**config.mk**
```make
export PLATFORM = sky130hd
export DESIGN_NAME = scfs_seg_dec
export DESIGN_NICKNAME = d
export VERILOG_FILES = /design/src/design/scfs_pkg.sv /design/src/design/scfs_seg_dec.sv
export SDC_FILE = /design/constraint.sdc
export NUM_CORES = 1
export LEC_CHECK = 0
export ABC_AREA = 1
export BUFFER_PORTS_ARGS = -buffer_cell sky130_fd_sc_hd__clkbuf_2
export CORE_UTILIZATION = 25
export DETAILED_ROUTE_END_ITERATION = 12
export GPL_TIMING_DRIVEN = 0
export PLACE_DENSITY = 0.95
export SLEW_MARGIN = 5
export SYNTH_ARGS = -nofsm -noshare
export SYNTH_HDL_FRONTEND = slang
export SYNTH_SLANG_ARGS = --single-unit
```
**constraint.sdc**
```tcl
create_clock -name vclk -period 0.8
set_input_delay 0.04 -clock vclk [all_inputs]
set_output_delay 0.04 -clock vclk [all_outputs]
set_load 0.01 [all_outputs]
```
**src/design/scfs_pkg.sv**
```systemverilog
`default_nettype none
package scfs_pkg;

	localparam int REGION_BYTES_DEF    = 2097152;
	localparam int NUM_CLASSES_DEF     = 8;
	localparam int MIN_CHUNK_BYTES_DEF = 32;

	localparam int ADDR_W   = 48;
	localparam int SIZE_W   = 32;
	localparam int CLSO_W   = 3;
	localparam int STATUS_W = 3;

	typedef logic [STATUS_W-1:0] status_t;

	localparam status_t ST_OK        = 3'd0;
	localparam status_t ST_ZERO      = 3'd1;
	localparam status_t ST_OOM       = 3'd2;
	localparam status_t ST_BADADDR   = 3'd3;
	localparam status_t ST_UNDERFLOW = 3'd4;
	localparam status_t ST_OVERSIZE  = 3'd5;

	localparam logic REQ_ALLOC = 1'b0;
	localparam logic REQ_FREE  = 1'b1;

	typedef struct packed {
		logic zero;
		logic over;
	} size_flags_t;

	// first stack entry of class c: classes are packed back to back,
	// class k holding cap0 >> k entries
	function automatic int cls_start(input int cap0, input int c);
		int s;
		s = 0;
		for (int k = 0; k < c; k++) begin
			s = s + (cap0 >> k);
		end
		return s;
	endfunction

endpackage
`default_nettype wire

```
**src/design/scfs_seg_dec.sv**
```systemverilog
`default_nettype none
module scfs_seg_dec #(
	parameter int NUM_CLASSES = scfs_pkg::NUM_CLASSES_DEF,
	parameter int SEG_BYTES   = scfs_pkg::REGION_BYTES_DEF / scfs_pkg::NUM_CLASSES_DEF,
	parameter int OFF_W       = $clog2(scfs_pkg::REGION_BYTES_DEF),
	parameter int CLS_W       = $clog2(NUM_CLASSES)
) (
	input  wire logic [scfs_pkg::ADDR_W:0] diff,
	output logic                           bad,
	output logic [CLS_W-1:0]               cls,
	output logic [OFF_W-1:0]               off
);
	import scfs_pkg::*;

	localparam int LIMIT = NUM_CLASSES * SEG_BYTES;

	// diff carries the borrow of addr - base in its top bit
	always_comb begin
		bad = diff[ADDR_W] || (diff[ADDR_W-1:0] >= ADDR_W'(LIMIT));
		cls = '0;
		for (int k = 1; k < NUM_CLASSES; k++) begin
			if (diff[ADDR_W-1:0] >= ADDR_W'(k * SEG_BYTES)) begin
				cls = CLS_W'(k);
			end
		end
		off = diff[OFF_W-1:0];
	end

endmodule
`default_nettype wire

```
; ---- Yosys cells after proc, flatten, opt, wreduce, memory -nomap -nowiden
; Index checks and enable logic that the tools add are counted.
[word_totals]
ff_bits = 0
out_inout_bits = 25
word_cells = 16
[op_classes]
n_lt_le_gt_ge = 8
mux = 7
reduce_logical = 1
[ops]
columns = operator, n
row1 = $ge A48 B21 Y1 const B, 4
row2 = $ge A48 B20 Y1 const B, 2
row3 = $ge A48 B19 Y1 const B, 1
row4 = $ge A48 B22 Y1 const B, 1
row5 = $mux W3, 6
row6 = $logic_or A1 B1 Y1, 1
row7 = $mux W1, 1

; ---- Longest topological paths before layout
[logic_depth]
depth_word = 8
mapped_depth = 7

; ---- Worst setup path after synthesis
; OpenSTA, ideal clock, no wires.
[synth_timing]
path_kind = input to output
startpoint = input port diff[28] in the netlist's numbering
endpoint = output port cls[0]
arrival_time_ns = 0.681
required_time_ns = 0.760
path_slack_ns = 0.079
cell_stages = 7
path_buffers = 0
cell_sequence = nor2_1 nand2_1 nor2_2 nand2_2 nor2_4 o211ai_1 nand2_1
[synth_via]
elab_chain_cells = 8
elab_cells_between_ends = 14
classes_between = order compare: 7 / mux: 7
[synth_rtl]
columns = item, line_no
row1 = from (decl), scfs_seg_dec.sv:8  ; input wire logic [scfs_pkg::ADDR_W:0] diff,
row2 = $ge A48 B19 Y1, scfs_seg_dec.sv:22  ; if (diff[ADDR_W-1:0] >= ADDR_W'(k * SEG_BYTES)) begin
row3 = $mux W1, scfs_seg_dec.sv:22
row4 = $mux W3 (5 in a row), scfs_seg_dec.sv:22
row5 = $mux W3 *, scfs_seg_dec.sv:22
row6 = to (decl), scfs_seg_dec.sv:10  ; output logic [CLS_W-1:0] cls,
; Every way passes the cells marked *; elsewhere a longest branch is shown, timed or not.

; ---- Final worst setup path
[layout_timing]
startpoint = input port diff[27] in the netlist's numbering
endpoint = output port cls[0]
; Same word-level chain as after synthesis.

==> flow_summary.ini <==
[run_status]
outcome = finished with violations
violations = setup timing

[synth]
yosys-top-cells-area = buf_4 (47%), nor2_1 (16%), nand2_1 (12%), nor3_4 (4.8%), nand2_2 (3.7%)
netlist_instances = 59
synth_top_area_cell = buf_4
synth_common_cells = buf_4 (21), nor2_1 (14), nand2_1 (11)
yosysWarnings = 0
yosysTopAreaCellShare_pct = 46.8
syn-cell-area_sq_um = 337
synth_cell_types = 11
synth.most_common_cell = buf_4
yosysSeqAreaShare_pct = 0
avgSynthCellArea_sq_um = 5.70
synth_nets = 108

[place]
place_area_sq_um = 634
dp_hpwl_um = 952
gp_congestion = 0.607
place.port_buffers = 56

[sta]
slew_headroom_pct = 89.8
drv_slew = 0
max_slew.worst_pin.slew_ns = 0.153
fin_ws_ns = -0.180
min_period_ns = 0.980
max_freq_mhz = 1020
setup_violations = 4
finalCritPeriodShare_pct = 122
hold-worst-slack_ns = 0.266
hold_violations = 0
rsz0062_at_grt = yes

[floorplanning]
die_h_um = 38.7
initial_core_util_pct = 28.7
die_x_um = 38.7
dieArea_sq_um = 1500
core_area_sq_um = 1170
fp-row-count = 12
io_pins = 74

[setup_path]
crit_fanout = 5
endpoint_kind = output port
arrival_ns = 0.94
crit_type = input pin to output port
worstSetupEndpoint = cls[0]
crit_path_start_kind = input pin
crit_required_ns = 0.76
critPathLaunch = diff[27]

[finish]
fin_nets = 168
multi_input_area_sq_um = 178
fillers = 126
fin_area_sq_um = 666
seq_cells = 0
drive_gt1_share_pct = 73.5
diodes = 0
nClkBuffers = 0
register_area_sq_um = 0
area_delta_synth_final_pct = 97.8

[grt]
grt_max_degree = 6
antenna_found_initial = 0
grt_pass1_wl_um = 1380
grt_usage_pct = 12.2
grt_pass1_vias = 397
overflow = 0

[routing]
vias_per_cell = 4.10
routed_wl_um = 997
drtAntennaViolNets = 0
num_vias = 537
dr.pass1.iters = 4
drt-initial-drc-count = 2
drc_errors = 0
routedWlPerCell_um = 7.61

[flow_run]
drv_cap = 0

[min_path]
hp-class = input pin to output port

[power]
irDropWorstVdd_mv = 0.204
intPower_uw = 170
p_comb_share_pct = 100.0
clockPowerShare_pct = 0
switching_share_pct = 38.5
power_switching_uw = 106
cellLeakagePower_nw = 0.402
pwr-share-seq_pct = 0
pwr_density_cell_nw_per_um2 = 416

[clock_tree]
ctsHoldBuffers = 0
cells in the final DEF, fill, tap and decap left out, drive strengths merged:
cell type  netlist  final
o211ai           1      1
nor2            16     16
nand2           13     13
buf             21     25
nor3             3      3
nand3            2      2
inv              3      3
clkbuf           0     54
power groups by stage:
stage | registers, mW | logic [mW] | clock network, mW
2_1_floorplan | 0 | 0.136 | 0
3_3_place_gp | 0 | 0.264 | 0
3_5_place_dp | 0 | 0.272 | 0
4_1_cts | 0 | 0.272 | 0
5_1_grt | 0 | 0.308 | 0
6_report | 0 | 0.277 | 0
layout make-up:
| class | instances | share of cell area [%] |
|---|---|---|
| timing repair buffer | 58 | 45.3 |
| multi-input combinational | 35 | 26.7 |
| tap | 14 | 2.63 |
| inverter | 3 | 1.69 |
| buffer | 21 | 23.7 |
layer usage:
layer	global-route usage, %	share of wire (%)	vias to the layer above
met5	0	0	-
met2	30.4	60	41
li1	-	-	277
met1	9.49	25	219
met3	1.16	15	0
met4	0	0	0
worst min-delay path by stage:
stage | from | endpoint | slack, ns | cells after the start
finish | diff[0] | off[0] | 0.27 | 2
global route | diff[1] | off[1] | 0.27 | 2
CTS | diff[0] | off[0] | 0.27 | 2
detailed placement | diff[2] | off[2] | 0.27 | 2
global placement | diff[6] | off[6] | 0.27 | 2
floorplan | diff[0] | off[0] | 0.17 | 1
critical path: stages:
cell,delay (ns)
clkbuf_2,0.08
nor2_1,0.10
nand2_1,0.07
nor2_2,0.12
nand2_2,0.08
nor2_4,0.15
o211ai_1,0.11
nand2_1,0.07
buf_2,0.12
cell families (layout without fill, tap and decap cells):
kind of cell           after synthesis  in the layout  share of synthesized area [%]
buffers and inverters               24             82                           50.2
AOI/OAI and AO/OA                    1              1                           2.23
and+or+nand+nor                     34             34                           47.6
through the flow:
stage	utilization, %	cells	setup slack, ns	TNS, ns	total power, mW
5_1_grt	56.8	131	-0.279	-1.04	0.308
2_1_floorplan	-	59	0.0787	0	0.136
3_3_place_gp	54.2	129	-0.156	-0.382	0.264
6_report	56.8	131	-0.180	-0.672	0.277
4_1_cts	54.8	130	-0.195	-0.621	0.272
3_5_place_dp	54.2	129	-0.215	-0.603	0.272
what timing repair did:
item / in CTS / in global routing
resized for setup: 0 / 5
pin swaps: 2 / 6
buffers inserted: 1 / 1
endpoints found under the setup margin: 4 / 4
Note: power is estimated with default switching activity, not from simulation.
