`config.mk`:
```
export PLATFORM = sky130hd
export DESIGN_NAME = scfs_size_dec
export DESIGN_NICKNAME = d
export VERILOG_FILES = /design/src/design/scfs_pkg.sv /design/src/design/scfs_size_dec.sv
export SDC_FILE = /design/constraint.sdc
export NUM_CORES = 1
export LEC_CHECK = 0
export ABC_AREA = 1
export ABC_CLOCK_PERIOD_IN_PS = 2400
export BUFFER_PORTS_ARGS = -buffer_cell sky130_fd_sc_hd__buf_2
export CAP_MARGIN = 20
export CORE_UTILIZATION = 40
export DETAILED_ROUTE_END_ITERATION = 8
export PLACE_DENSITY = 0.86
export REMOVE_ABC_BUFFERS = 1
export SYNTH_ARGS = -nofsm -noshare
export SYNTH_HDL_FRONTEND = slang
export SYNTH_SLANG_ARGS = --single-unit
```
`constraint.sdc`:
```
create_clock -name vclk -period 2.4
set_input_delay 0.36 -clock vclk [all_inputs]
set_output_delay 0.36 -clock vclk [all_outputs]
set_load 0.05 [all_outputs]
```
`src/design/scfs_pkg.sv`:
```
`default_nettype none
package scfs_pkg;

	localparam int REGION_BYTES_DEF    = 2097152;
	localparam int NUM_CLASSES_DEF     = 8;
	localparam int MIN_CHUNK_BYTES_DEF = 32;

	localparam int ADDR_W   = 48;
	localparam int SIZE_W   = 32;
	localparam int CLSO_W   = 3;
	localparam int STATUS_W = 3;

	typedef logic [STATUS_W-1:0] status_t;

	localparam status_t ST_OK        = 3'd0;
	localparam status_t ST_ZERO      = 3'd1;
	localparam status_t ST_OOM       = 3'd2;
	localparam status_t ST_BADADDR   = 3'd3;
	localparam status_t ST_UNDERFLOW = 3'd4;
	localparam status_t ST_OVERSIZE  = 3'd5;

	localparam logic REQ_ALLOC = 1'b0;
	localparam logic REQ_FREE  = 1'b1;

	typedef struct packed {
		logic zero;
		logic over;
	} size_flags_t;

	// first stack entry of class c: classes are packed back to back,
	// class k holding cap0 >> k entries
	function automatic int cls_start(input int cap0, input int c);
		int s;
		s = 0;
		for (int k = 0; k < c; k++) begin
			s = s + (cap0 >> k);
		end
		return s;
	endfunction

endpackage
`default_nettype wire

```
`src/design/scfs_size_dec.sv`:
```
`default_nettype none
module scfs_size_dec #(
	parameter int NUM_CLASSES     = scfs_pkg::NUM_CLASSES_DEF,
	parameter int MIN_CHUNK_BYTES = scfs_pkg::MIN_CHUNK_BYTES_DEF,
	parameter int CLS_W           = $clog2(NUM_CLASSES)
) (
	input  wire logic [scfs_pkg::SIZE_W-1:0] size,
	output scfs_pkg::size_flags_t             flags,
	output logic [CLS_W-1:0]                  fit
);
	import scfs_pkg::*;

	localparam int MAX_CHUNK = MIN_CHUNK_BYTES << (NUM_CLASSES - 1);

	always_comb begin
		flags.zero = (size == '0);
		flags.over = (size > SIZE_W'(MAX_CHUNK));
		fit = '0;
		// smallest class whose chunk holds the size
		for (int c = NUM_CLASSES - 1; c >= 0; c--) begin
			if (size <= SIZE_W'(MIN_CHUNK_BYTES << c)) begin
				fit = CLS_W'(c);
			end
		end
	end

endmodule
`default_nettype wire

```
# Word-level counts from Yosys, hierarchy flattened
# Index checks and enable logic that the tools add are counted.
# word_totals
register_bits	0
input_bits	32
# op_classes
magnitude_cmp	9
mux	8
n_reduce_logical	1
# op_table
op	count
32-bit by 13-bit greater-than comparator with 1-bit output, second input constant	1
32-bit by 10-bit less-or-equal comparator with 1-bit output, second input constant	1
32-bit by 11-bit less-or-equal comparator with 1-bit output, second input constant	1
32-bit by 12-bit less-or-equal comparator with 1-bit output, second input constant	1
32-bit by 13-bit less-or-equal comparator with 1-bit output, second input constant	1
32-bit by 6-bit less-or-equal comparator with 1-bit output, second input constant	1
32-bit by 7-bit less-or-equal comparator with 1-bit output, second input constant	1
32-bit by 8-bit less-or-equal comparator with 1-bit output, second input constant	1
32-bit by 9-bit less-or-equal comparator with 1-bit output, second input constant	1
32-bit logical NOT	1
3-bit 2-to-1 mux	8

# Depth between registers and ports, before layout
# Gate-level depths: netlist of the first run.
# depth
depth_word	9
ltp_mapped	13

# Worst setup path after synthesis of the first run
# Ideal clock, no wire load.
# synth_timing
path_kind	input -> output
from	input port size[30] (netlist name)
to	output port flags[1] (netlist name)
t_arrival_ps	1950
required_time_ps	2040
setup_slack_ps	90
cell_stages	7
path_cell_list	nor2_1 nand2_1 nor2_2 nand2_2 inv_2 nand3b_1 nor3_1
# synth_rtl
element	line_no	rtl
start: declaration	scfs_size_dec.sv:7	input wire logic [scfs_pkg::SIZE_W-1:0] size,
end: declaration	scfs_size_dec.sv:8	output scfs_pkg::size_flags_t flags,

# Final worst setup path of the first run
# layout_timing
from	input port size[30] (netlist name)
to	output port fit[0]
# layout_between
elab_chain_cells	9
# layout_lines
element	line_no	rtl
32-bit by 13-bit less-or-equal comparator with 1-bit output	scfs_size_dec.sv:21	if (size <= SIZE_W'(MIN_CHUNK_BYTES << c)) begin
3-bit 2-to-1 mux (7 in a row)	scfs_size_dec.sv:21	
3-bit 2-to-1 mux (*)	scfs_size_dec.sv:21	
end: declaration	scfs_size_dec.sv:9	output logic [CLS_W-1:0] fit
# Mark *: on every way between the ends. The rest lies on a longest branch, timed or not.

==> metrics.txt, run 1 <==
commonest cells after routing, fill and taps aside=nor2_1 (41), buf_2 (37), nand2_1 (33), nor2_2 (12), inv_1 (8); Peak VDD IR=53.7 uV; Post-Route Setup TNS=0 ns; ant diodes=0; FF+latch count=0; Seq/Total Area, Yosys=0%; Die Ht=just under 40 um; Final Hold Vio Count=0; period utilization=roughly nine tenths; layout cells sized above 1=about 38%; Crit Path Class=in -> out; Critical Path Source Type=primary input; final worst path period need=roughly 2.2 ns; worst-margin pin slew=0.299 ns; worst endpoint required time=slightly above 2 ns; Area growth syn-to-layout=36.0%; clock buffers=0; Hold EP=flags[1]; average size of a mapped cell=~4.6 sq um; detailed placer's ending HPWL=around 1500 um; Final Max Slew Viols=0; Cell Pwr Density=between 90 and 100 nW/um^2; register area=0 sq um; outcome=complete, no violations; Hold Crit Depth=5; DIE WIDTH=slightly below 40 um; total track usage=between 20% and 30%; CP endpoint kind=output pin; first-pass GRT wire length=between 2000 and 3000 um; DR pass1 iterations=4; RSZ-0062 raised after global routing=no; Critical Path AT=1.80 ns; IO buf count=37; Synth top area share=around 27%; total grt overflow=0; Synth area leader=nor2_1; # DRC=0; Ports=37; row cnt=13; hold buffers post-CTS=0; via count=886; Hold/Removal Path Class=in -> out; max cap viols=0; postcts setup bufs=0; drt wl/cell=approximately 10 um; initial antenna violation count=0; ANT nets after route=0; Placer Congestion=1.01; Die ar.=1570 sq um; core area=approximately 1300 sq um; synthesis warning total=0; mean number of vias per cell=5.09; endpoints failing setup=0; dominant cells by area after synthesis=nor2_1 (27%), nand2_1 (22%), nor2_2 (13%), inv_1 (5.3%), a21oi_2 (4.6%); most common cell after layout, fill and taps aside=nor2_1; Synth Instances=roughly 120; Rel. slew slack=79.9%; 1st-iter DRT viols=39; area of the mapped netlist=567 sq um; Lkg Pwr=around 0.34 nW; nets=around 190; largest net degree at the start of global routing=6; vias in the first global route=approximately 720; fillers=137; crit-path max FO=5; final wirelength=about 1700 um; Initial Utilization=between 40% and 50%; fmax=463 MHz; final core utilization=around three fifths; hold path startpoint=size[0]; post-synth cell types=19; post-CTS sizing=0
-- per-layer routing --
metal / GRT usage, % / part of all wire [%] / vias up / wire, um
li1: - / - / 461 / -
met1: 29.3 / 42 / 379 / 712
met2: 48.0 / 49 / 44 / 831
met3: 0.568 / 7.5 / 2 / 126
met4: 1.72 / 1.1 / 0 / 19
met5: 0 / 0 / - / 0
-- cell families (layout without fill, tap and decap cells) --
logic type	after synthesis	count (layout)	share of synthesized area, %
buf+inv	10	47	6.62
simple gates	105	105	83.9
compound gates	7	7	9.49
-- Yosys cell counts --
cell type,instances
a32oi_1,1
nor3_1,3
nand3b_1,1
o21ai_0,1
a21oi_2,3
nor4_1,2
nand2_1,33
a31oi_1,1
nand2_4,1
inv_2,2
nand3_1,3
a21boi_1,1
nor2_2,12
nor2_1,41
nand4_1,3
nand2_2,4
nor2_4,1
inv_1,8
and2_1,1
-- cell type report --
class              count  area, sq um  area share [%]
multi-input cells    112          529            68.7
repair buffers        37          185            24.0
inverters             10         37.5            4.87
well taps             15         18.8            2.44
-- metrics by stage --
step | cell area, sq um | cells | setup slack (ns) | total power [W] | hold slack, ns
final | 771 | 174 | 0.241 | 0.0000738 | 1.20
after global routing | 771 | 174 | 0.0833 | 0.0000826 | 1.24
after CTS | 771 | 174 | 0.271 | 0.0000733 | 1.21
after detailed placement | 771 | 174 | 0.276 | 0.0000729 | 1.21
after global placement | 771 | 174 | 0.318 | 0.0000711 | 1.19
after floorplan | 567 | 122 | 0.0905 | 0.0000314 | 1.02
-- power breakdown --
| group | leakage, nW | total (W) | switching (W) | internal [W] |
|---|---|---|---|---|
| registers | 0 | 0 | 0 | 0 |
| logic | 0.345 | 0.0000738 | 0.0000428 | 0.0000310 |
| clock network | 0 | 0 | 0 | 0 |
| total | 0.345 | 0.0000738 | 0.0000428 | 0.0000310 |
-- worst max path at each step --
stage          depth (start not counted)     start  slack, ns        to
2_1_floorplan                          7  size[30]       0.09  flags[1]
3_3_place_gp                          13  size[13]       0.32    fit[0]
3_5_place_dp                          13  size[13]       0.28    fit[0]
4_1_cts                               13  size[13]       0.27    fit[0]
5_1_grt                               11  size[30]       0.08    fit[0]
6_report                              11  size[30]       0.24    fit[0]
-- worst max-delay path: stages --
cell     delay [ns]
buf_2          0.10
nor2_1         0.13
nand2_1        0.08
nor2_2         0.12
nand2_2        0.10
nor3_1         0.25
a31oi_1        0.13
nand2_1        0.10
nand2_1        0.06
a21oi_2        0.10
buf_2          0.26
No activity file was read; power rests on OpenSTA's default activity.
==> run 2, diff against run 1 <==
==> constraint.sdc (replaced) <==
create_clock -name vclk -period 2.4
set_input_delay 0.24 -clock vclk [all_inputs]
set_output_delay 0.24 -clock vclk [all_outputs]
set_load 0.05 [all_outputs]
==> metrics.txt, run 2 (synthesized netlist as in run 1, its figures left out) <==
CP Cell Sequence=buf_2 > nor2_2 > nand3_1 > nor2_1 > nand2_1 > nor2_1 > a21oi_2 > nand2_1 > nand2_1 > nand2_1 > nand2_1 > a21oi_2 > buf_2; FF+latch count=0; 1st-iter DRT viols=46; Power, Total=~0.000074 W; IO buf count=37; final wirelength=1740 um; nets=193; via count=around 890; final worst path period need=1.96 ns; Placer Congestion=~1.0; worst-margin pin slew=approximately 0.33 ns; crit-path max FO=4; Ports=37; max cap viols=0; CP max-delay cell=buf_2; layout cells sized above 1=between 30% and 40%; Buf/Inv on CP=2; cell mode on critical path=nand2_1; Hold/Removal Path Class=in -> out; Peak VDD IR=67.3 uV; Hold Crit Depth=5; kind of cell adding the most delay to the critical path=simple AND/OR/NAND/NOR gates; Finished Cell Area=about 770 sq um; clock buffers=0; ant diodes=0; total grt overflow=0; Area growth syn-to-layout=36.0%; initial antenna violation count=0; Final Hold Vio Count=0; Die ar.=between 1500 and 2000 sq um; register area=0 sq um; Critical Path Source Type=primary input; final core utilization=about three fifths; # DRC=0; Post-Route Setup TNS=0 ns; Die Ht=about 40 um; outcome=complete, no violations; mean number of vias per cell=5.12; commonest cells after routing, fill and taps aside=nor2_1 (41), buf_2 (37), nand2_1 (33), nor2_2 (12), inv_1 (8); vias in the first global route=around 740; fmax=around 510 MHz; Initial Utilization=a little over two fifths; postcts setup bufs=0; Critical Path AT=between 1.5 and 2 ns; Final Max Slew Viols=0; post-CTS sizing=0; Worst path depth=13; total track usage=roughly a quarter; most common cell after layout, fill and taps aside=nor2_1; RSZ-0062 raised after global routing=no; worst endpoint required time=~2.2 ns; Cell Pwr Density=about 96 nW/um^2; core area=between 1000 and 1500 sq um; first-pass GRT wire length=2800 um; row cnt=13; max incr delay on CP=between 0.2 and 0.3 ns; DR pass1 iterations=4; hold buffers post-CTS=0; CP endpoint kind=output pin; Crit Path Class=in -> out; ANT nets after route=0; Area after DPL=~770 sq um; Rel. slew slack=approximately four fifths; period utilization=between 80% and 90%; endpoints failing setup=0; drt wl/cell=between 9 and 10 um; detailed placer's ending HPWL=roughly 1500 um; largest net degree at the start of global routing=6; DIE WIDTH=a little under 40 um; Lkg Pwr=approximately 0.34 nW
## run 2: cell counts in the layout (fill, tap and decap cells not counted)
No cell type changed its count.
## run 2: routing by layer
metal | wire length [um] | GRT usage, % | share of wire, %
met1 | 707 | 29.7 | 41
met2 | 822 | 46.3 | 47
met3 | 200 | 2.84 | 12
met4 | 7 | 2.59 | 0.40
met5 | 0 | 0 | 0
## run 2: tightest hold or removal path: stages
cell,delay [ns]
buf_2,0.08
nor2_2,0.04
nand2_2,0.10
nor3_1,0.06
buf_2,0.20
## run 2: where the power goes
group / total [W] / internal (W) / switching, W
Clock: 0 / 0 / 0
Combinational: 0.0000739 / 0.0000310 / 0.0000429
Sequential: 0 / 0 / 0
## run 2: path summary, 6_finish.rpt
kind	from	slack, ns	to
hold / removal	size[3]	0.96	flags[1]
setup / recovery	size[13]	0.44	fit[0]
## run 2: cell type report
type | count | area (sq um)
Multi-Input combinational cell | 112 | 529
Inverter | 10 | 37.5
Tap cell | 15 | 18.8
Timing Repair Buffer | 37 | 185
Fill cell | 139 | 547
## run 2: per-stage QoR
stage | hold slack (ns) | std cells | setup WS [ns]
3_3_place_gp | 0.955 | 174 | 0.558
6_report | 0.963 | 174 | 0.440
2_1_floorplan | 0.782 | 122 | 0.330
3_5_place_dp | 0.966 | 174 | 0.500
4_1_cts | 0.965 | 174 | 0.496
5_1_grt | 1.01 | 174 | 0.306
==> run 3, diff against run 2 <==
Settings changed: ABC_CLOCK_PERIOD_IN_PS 2400 to 1800, PLACE_DENSITY 0.86 to 0.89.
Clock period 2.4 ns to 1.8 ns, I/O delays scaled along.
==> metrics.txt, run 3 (synthesized netlist as in run 1, its figures left out) <==
CP Cell Sequence=buf_2 > nor2_1 > nand2_2 > nor2_1 > nand2_1 > a21oi_2 > nand2_1 > nand2_1 > nand2_1 > nand2_1 > nand2_1 > a21oi_2 > buf_6; Final Hold Vio Count=0; total grt overflow=0; total track usage=approximately 25%; cell mode on critical path=nand2_1; outcome=complete, no violations; Area after DPL=786 sq um; Critical Path AT=1.55 ns; DR pass1 iterations=5; Lkg Pwr=0.358 nW; ant diodes=0; core area=1320 sq um; postcts setup bufs=0; DIE WIDTH=slightly below 40 um; crit-path max FO=4; worst-margin pin slew=0.270 ns; commonest cells after routing, fill and taps aside=nor2_1 (39), buf_2 (36), nand2_1 (33), nor2_2 (11), inv_1 (8); row cnt=13; final worst path period need=roughly 1.7 ns; Rel. slew slack=81.9%; Hold EP=flags[1]; mean number of vias per cell=about 5.0; worst endpoint required time=approximately 1.6 ns; clock buffers=0; fillers=137; IO buf count=37; Crit Path Class=in -> out; fmax=between 500 and 600 MHz; FF+latch count=0; max incr delay on CP=0.19 ns; final wirelength=about 1800 um; Ports=37; period utilization=between 90 and 100%; Area growth syn-to-layout=44.2%; most common cell after layout, fill and taps aside=nor2_1; layout cells sized above 1=about two fifths; largest net degree at the start of global routing=6; Peak VDD IR=between 70 and 80 uV; initial antenna violation count=0; Placer Congestion=0.931; CP endpoint kind=output pin; Hold Crit Depth=5; # DRC=0; max cap viols=0; Initial Utilization=between 40% and 50%; Hold/Removal Path Class=in -> out; Die ar.=between 1500 and 2000 sq um; register area=0 sq um; Die Ht=around 40 um; Cell Pwr Density=~130 nW/um^2; ANT nets after route=0; Post-Route Setup TNS=0 ns; Critical Path Source Type=primary input; 1st-iter DRT viols=27; endpoints failing setup=0; Final Max Slew Viols=0; detailed placer's ending HPWL=between 1500 and 2000 um; vias in the first global route=~770; nets=195; via count=around 880; drt wl/cell=between 10 and 15 um; CP max-delay cell=a21oi_2; first-pass GRT wire length=about 2800 um; Finished Cell Area=~820 sq um; hold path startpoint=size[1]
==> run 3: cell types whose count changed in the layout (fill, tap and decap cells not counted), sizes merged <==
cell  delta
buf      +2
==> run 3: power by group <==
| group | total (W) | internal (W) | leakage, nW | switching (W) |
|---|---|---|---|---|
| Sequential | 0 | 0 | 0 | 0 |
| Clock | 0 | 0 | 0 | 0 |
| Combinational | 0.000108 | 0.0000459 | 0.358 | 0.0000619 |
| Total | 0.000108 | 0.0000459 | 0.358 | 0.0000619 |
==> run 3: worst max-delay path, delay by kind of cell <==
kind | cells | cell delay (ns)
buffers and inverters | 2 | 0.29
AND/OR/NAND/NOR | 9 | 0.75
AO/OA/AOI/OAI | 2 | 0.32
==> run 3: worst max path at each step <==
stage / start / end / slack, ns / cells after the start
finish: size[8] / fit[0] / 0.07 / 13
global route: size[2] / fit[0] / -0.01 / 13
CTS: size[30] / fit[0] / 0.04 / 11
detailed placement: size[30] / fit[0] / 0.06 / 11
global placement: size[15] / fit[0] / 0.02 / 11
floorplan: size[30] / flags[1] / -0.15 / 7
==> run 3: final cells by class <==
type	instances	area [sq um]	share of cell area (%)
multi-input combinational	112	554	67.8
timing repair buffer	39	206	25.3
inverter	10	37.5	4.59
tap	15	18.8	2.30
==> run 3: layer usage <==
metal / GRT usage [%] / vias up / wire, um
li1: - / 465 / -
met1: 27.3 / 377 / 763
met2: 52.9 / 41 / 940
met3: 0 / 0 / 115
met4: 0 / 0 / 0
met5: 0 / - / 0
==> run 3: metrics by stage <==
step	total power, W	hold slack, ns	utilization [%]	std cells	setup slack, ns
2_1_floorplan	0.0000419	0.662	-	122	-0.150
3_3_place_gp	0.0000989	0.845	59.6	176	0.0196
3_5_place_dp	0.000101	0.852	59.6	176	0.0581
4_1_cts	0.000102	0.855	59.6	176	0.0409
5_1_grt	0.000120	0.885	62.0	176	-0.0130
6_report	0.000108	0.871	62.0	176	0.0698
==> run 3: timing repair <==
action / 4_1_cts / 5_1_grt
endpoints found under the setup margin: 0 / 2
hold buffers: 0 / 0
resized for setup: 0 / 9
